[config.mk]
export PLATFORM = sky130hd
export DESIGN_NAME = psvb_ctrl
export DESIGN_NICKNAME = d
export VERILOG_FILES = /design/src/hdl/psvb_pkg.sv /design/src/hdl/psvb_ctrl.sv
export SDC_FILE = /design/constraint.sdc
export NUM_CORES = 1
export LEC_CHECK = 0
export BUFFER_PORTS_ARGS = -buffer_cell sky130_fd_sc_hd__buf_2
export CORE_AREA = 2 2 39 41
export CTS_CLUSTER_DIAMETER = 120
export DETAILED_ROUTE_END_ITERATION = 16
export DIE_AREA = 0 0 41 43
export GPL_TIMING_DRIVEN = 0
export PLACE_DENSITY = 0.78
export SLEW_MARGIN = 20
export SYNTH_ARGS = -nofsm -noshare
export SYNTH_HDL_FRONTEND = slang
export SYNTH_SLANG_ARGS = --single-unit
[constraint.sdc]
create_clock -name clock -period 3.3 [get_ports clock]
set_clock_uncertainty 0.2 [all_clocks]
set_input_delay 0.495 -clock clock [delete_from_list [all_inputs] [get_ports clock]]
set_output_delay 0.495 -clock clock [all_outputs]
set_load 0.05 [all_outputs]
[src/hdl/psvb_pkg.sv]
// ----------------------------------------------------------------------------
// psvb_pkg
// shared types, constants and the sine table builder for the voice bank
// ----------------------------------------------------------------------------
package psvb_pkg;

   localparam int NUM_VOICES_DEF      = 16;
   localparam int SINE_TABLE_BITS_DEF = 10;

   localparam logic [9:0]  RAMP_RESET      = 10'd353;
   localparam logic [31:0] LEVEL_EPS       = 32'd21475;
   localparam logic [14:0] TARGET_FREE_MAX = 15'd3;
   localparam logic [31:0] LEVEL_FREE_MAX  = 32'd214748;
   localparam longint unsigned PI_HALF_Q30 = 64'd1686629713;

   localparam logic [1:0] ACT_TICK    = 2'd0;
   localparam logic [1:0] ACT_SET     = 2'd1;
   localparam logic [1:0] ACT_RELEASE = 2'd2;
   localparam logic [1:0] ACT_CLEAR   = 2'd3;

   localparam logic [0:0] CSR_RAMP = 1'b0;

   // controller -> datapath commands
   typedef struct packed {
      logic load;       // capture item fields, clear accumulator
      logic scan_step;  // look at slot at scan pointer (key search)
      logic apply_set;  // write step/target (and init when new)
      logic apply_rel;  // release found slot
      logic clear_all;  // free every slot
      logic div_start;  // start level divide for current voice
      logic div_step;   // one divider iteration
      logic voice_fin;  // update level/phase, add contribution
      logic next_voice; // advance voice pointer
      logic finish;     // emit result
   } cmd_type;

   // datapath -> controller status
   typedef struct packed {
      logic cur_used;
      logic need_div;
      logic div_done;
      logic last_voice;
   } stat_type;

   // shift-subtract quotient, only used while building the table
   function automatic longint unsigned table_udiv(input longint unsigned a,
                                                  input longint unsigned d);
      longint unsigned q, r;
      q = 64'd0;
      r = 64'd0;
      for (int b = 63; b >= 0; b--) begin
         r = (r << 1) | ((a >> b) & 64'd1);
         if (r >= d) begin
            r = r - d;
            q = q | (64'd1 << b);
         end
      end
      return q;
   endfunction

   // sine magnitude of k*(pi/2)/2^qbits, Q1.15
   function automatic int quarter_sine(input longint unsigned k, input int qbits);
      longint unsigned x, x2, term, v;
      longint sum;
      x = (k * PI_HALF_Q30 + (64'd1 << (qbits - 1))) >> qbits;
      x2 = (x * x) >> 30;
      term = x;
      sum = longint'(x);
      for (int n = 1; n <= 6; n++) begin
         term = table_udiv((term * x2) >> 30, 64'((2 * n) * (2 * n + 1)));
         if ((n & 1) == 1) sum = sum - longint'(term);
         else sum = sum + longint'(term);
      end
      if (sum < 0) sum = 0;
      v = (longint'(sum) * 32767 + (64'd1 << 29)) >> 30;
      if (v > 32767) v = 32767;
      return int'(v);
   endfunction

   function automatic logic signed [15:0] sine_entry(input int i, input int bits);
      int qbits, quarter, q, r, m;
      qbits = bits - 2;
      quarter = 1 << qbits;
      q = i >> qbits;
      r = i & (quarter - 1);
      m = ((q & 1) == 1) ? quarter_sine(64'(quarter - r), qbits)
                         : quarter_sine(64'(r), qbits);
      return ((q & 2) != 0) ? 16'(-m) : 16'(m);
   endfunction

endpackage

[src/hdl/psvb_ctrl.sv]
// ----------------------------------------------------------------------------
// psvb_ctrl
// sequencer for item handling: key scan, per-voice tick loop, result strobe
// ----------------------------------------------------------------------------
module psvb_ctrl (
   input  logic                 clock,
   input  logic                 reset,
   input  logic                 start,
   input  logic [1:0]           req_action,
   input  psvb_pkg::stat_type   stat,
   output psvb_pkg::cmd_type    cmd,
   output logic                 busy
);

   typedef enum logic [7:0] {
      ST_IDLE  = 8'b0000_0001,
      ST_SCAN  = 8'b0000_0010,
      ST_APPLY = 8'b0000_0100,
      ST_VOICE = 8'b0000_1000,
      ST_DIV   = 8'b0001_0000,
      ST_FIN   = 8'b0010_0000,
      ST_DONE  = 8'b0100_0000,
      ST_CLR   = 8'b1000_0000
   } state_type;

   state_type state_ff, state_in;
   logic [1:0] act_ff, act_in;

   always_ff @(posedge clock) begin
      if (reset) begin
         state_ff <= ST_IDLE;
         act_ff   <= psvb_pkg::ACT_TICK;
      end else begin
         state_ff <= state_in;
         act_ff   <= act_in;
      end
   end

   always_comb begin
      state_in = state_ff;
      act_in   = act_ff;
      cmd      = '0;
      case (state_ff)
         ST_IDLE: begin
            if (start) begin
               cmd.load = 1'b1;
               act_in   = req_action;
               case (req_action)
                  psvb_pkg::ACT_TICK:  state_in = ST_VOICE;
                  psvb_pkg::ACT_CLEAR: state_in = ST_CLR;
                  default:             state_in = ST_SCAN;
               endcase
            end
         end
         ST_SCAN: begin
            cmd.scan_step  = 1'b1;
            cmd.next_voice = 1'b1;
            if (stat.last_voice) state_in = ST_APPLY;
         end
         ST_APPLY: begin
            if (act_ff == psvb_pkg::ACT_SET) cmd.apply_set = 1'b1;
            else cmd.apply_rel = 1'b1;
            state_in = ST_DONE;
         end
         ST_CLR: begin
            cmd.clear_all = 1'b1;
            state_in = ST_DONE;
         end
         ST_VOICE: begin
            if (!stat.cur_used) begin
               cmd.next_voice = 1'b1;
               if (stat.last_voice) state_in = ST_DONE;
            end else if (stat.need_div) begin
               cmd.div_start = 1'b1;
               state_in = ST_DIV;
            end else begin
               state_in = ST_FIN;
            end
         end
         ST_DIV: begin
            cmd.div_step = 1'b1;
            if (stat.div_done) state_in = ST_FIN;
         end
         ST_FIN: begin
            cmd.voice_fin  = 1'b1;
            cmd.next_voice = 1'b1;
            state_in = stat.last_voice ? ST_DONE : ST_VOICE;
         end
         ST_DONE: begin
            cmd.finish = 1'b1;
            state_in = ST_IDLE;
         end
         default: state_in = ST_IDLE;
      endcase
   end

   assign busy = (state_ff != ST_IDLE);

endmodule

==> summary.md <==
| Metric | Value |
|---|---|
| Multiplexer share of the synthesized area | 0% |
| Synth top area cells | dfxtp_1 30%, a21oi_1 6.0%, nor2_1 5.0% |
| Drt initial violations | 27 |
| CP cell instances | or4_4 -> or3_4 -> nor2_1 -> buf_2 |
| Hold_buf cts | 0 |
| Multi-input gate area | 434 um2 |
| VDD IR max | between 0.15 and 0.2 mV |
| Fin util | 58.3% |
| Post-synth cell types | 31 |
| Core region area | 1380 um2 |
| IO Count | 20 |
| Number of buffers created by CTS | 3 |
| Postcts setup bufs | 0 |
| Part of the cycle the worst path needs | between 70% and 80% |
| Initial antenna violation count | 0 |
| #FFs+latches synth | 10 |
| Final Hold Viols | 0 |
| Vias in the first global route | 603 |
| Final Non-Filler Cells | 128 |
| Antenna Cells | 0 |
| Max Freq | between 300 and 400 MHz |
| Die width | 41 um |
| First-pass GRT wire length | 2.57 mm |
| Prevailing post-synth register cell | dfxtp_1 |
| Max_cap viols | 0 |
| Dpl cells | 125 |
| Worst-margin pin slew | 685 ps |
| Critical path endpoint category | output port |
| Filler Cell Count | ~150 |
| Storage cell area | roughly 200 um2 |
| FP Rows | 14 |
| CTS H-tree depth | 1 |
| Post-synth ARST share | 0% |
| Die Height | 43 um |
| Drt pass-1 iters | 4 |
| DP Wirelength | 1.30 mm |
| Design Area, Final | 807 um2 |
| Syn Nets | around 100 |
| Final min period | 2600 ps |
| Largest net degree at the start of global routing | 8 |
| GRT Util Overall | 21.6% |
| DRC | 0 |
| Largest family of logic cells by synthesized area | simple AND/OR/NAND/NOR gates |
| Clock latency on the worst-skew pair | 270 ps |
| Worst Hold Class | input pin to flop |
| Port buffer count | 19 |
| Post-synth EDFFs | 0 |
| CP Data Arrival Time | 1910 ps |
| Synthesis warning total | 0 |
| Power per Cell Area | ~460 nW/um2 |
| Initial Utilization | about half |
| Adder-cell share of the synthesized area | roughly 3.7% |
| Slew Limit Fails | 0 |
| Sequential fraction of the synthesis area | 29.9% |
| Syn Area/Cell | 7.44 um2 |
| CP max stage delay | between 500 and 600 ps |
| Vias per cell | between 5 and 6 |
| Vias | 723 |
| Post-Synth Simple-Gate Area | 42.8% |
| Compound-cell area share of the yosys netlist | 18.3% |
| Area grow syn2layout | 20.6% |
| Root buffer cell | clkbuf_4 |
| Clock slew at reported path FFs | around 70 ps |
| DR WL/cell | 12.2 um |
| Outcome | finished clean |
| Pleak | about 0.38 nW |
| Crit path max fanout | 6 |
| CP Class | flop to output port |
| Share of cells above drive strength 1 | 25.0% |
| Startpoint types | flop |
| Post-Syn Area | 669 um2 |
| Clock Path Buffers | 2 |
| Area share of the largest cell type after synthesis | between 20 and 30% |
| Critical Path RT | around 2600 ps |
| Synthesized netlist cell count | 90 |
| DIE AREA | roughly 1800 um2 |
| Total gr overflow | 0 |
| CTS resizes | 0 |
| Worst path slowest cell | or4_4 |
| Placed Instance Area | 785 um2 |
| RSZ-0062 raised after global routing | no |
| Leading area contributor after synthesis | dfxtp_1 |
| Hold_ws | 244 ps |
| Clock sink count | 10 |
| Post-route ant nets | 0 |
| Final wirelength | 1.56 mm |
| Setup TNS | 0 ps |
| Final nets | 125 |
| XOR/XNOR Fraction of Synth Area | 0% |
| Final setup fails | 0 |
| Slew headroom | between 50% and 60% |
| CTS tree | yes |
| GPL Wtd Cong | 0.776 |
==> synth_stat cells, drive strengths merged, types with 2 or more instances <==
| cell | instances |
|---|---|
| nor2 | 9 |
| or3 | 2 |
| inv | 8 |
| o21ai | 5 |
| nor4 | 3 |
| a21oi | 8 |
| nand2 | 5 |
| nand3 | 6 |
| nor3b | 2 |
| nand4 | 2 |
| and3 | 3 |
| nor2b | 5 |
| ha | 2 |
| nor3 | 4 |
| o311ai | 2 |
| dfxtp | 10 |
==> stage by stage <==
step,setup slack (ps),power [W]
after global routing,492,0.000390
after CTS,695,0.000370
after detailed placement,983,0.000290
after floorplan,519,0.000256
final,698,0.000370
after global placement,994,0.000287
==> flip-flops by register name, summed over array words and instances, names as in the netlist <==
signal    count
state_ff      8
act_ff        2
==> critical path, delay by kind of cell (launching register included) <==
kind	cells	cell delay [ps]
AND/OR/NAND/NOR	3	1030
flip-flops	1	350
buffers and inverters	1	260
==> logic make-up (layout without fill, tap and decap cells) <==
family / Yosys count / after routing
buffers and inverters: 9 / 31
DFF: 10 / 10
and+or+nand+nor: 49 / 49
AOI/OAI and AO/OA: 20 / 20
adders and majority gates: 2 / 2
==> power by group <==
group	leakage (nW)	internal [W]	switching [W]
sequential	0.0814	0.000131	0.0000125
clock	0.0138	0.0000420	0.0000399
combinational	0.289	0.0000505	0.0000939
total	0.384	0.000223	0.000146
==> cell usage in the layout, fill, tap and decap left out, types with 2 or more instances in the layout <==
cell / instances
clkbuf_4: 3
dfxtp_1: 10
o21ai_0: 5
nor3_1: 4
buf_2: 20
nand3_1: 6
inv_1: 8
ha_1: 2
and3_1: 3
nor4_1: 3
nor2b_1: 5
nand2_1: 5
a21oi_1: 8
nor3b_1: 2
o311ai_0: 2
nand4_1: 2
nor2_1: 9
==> per-layer routing <==
layer | track usage [%] | vias up | wire [um]
li1 | - | 376 | -
met1 | 28.7 | 322 | 674
met2 | 31.6 | 21 | 765
met3 | 5.24 | 4 | 93
met4 | 10.0 | 0 | 27
met5 | 0 | - | 0
==> final timing paths <==
path                                          startpoint                        to  slack [ps]  cells after the start
worst max register to register  state_ff[7]$_SDFFE_PP0P_  state_ff[2]$_SDFFE_PP0P_        1220                      4
worst max-delay path            state_ff[6]$_SDFFE_PP0P_                    cmd[8]         700                      4
worst min-delay path                               reset  state_ff[1]$_SDFFE_PP0P_         240                      2
worst min register to register    act_ff[1]$_SDFFE_PP0P_    act_ff[1]$_SDFFE_PP0P_         270                      2
==> area by class of cell <==
cell class,count,share of cell area (%)
buffer,1,0.620
inverter,8,3.72
timing repair buffer,19,11.8
tap,16,2.48
sequential,10,24.8
clock buffer,3,2.79
multi-input combinational,71,53.8
No activity file was read; power rests on OpenSTA's default activity.
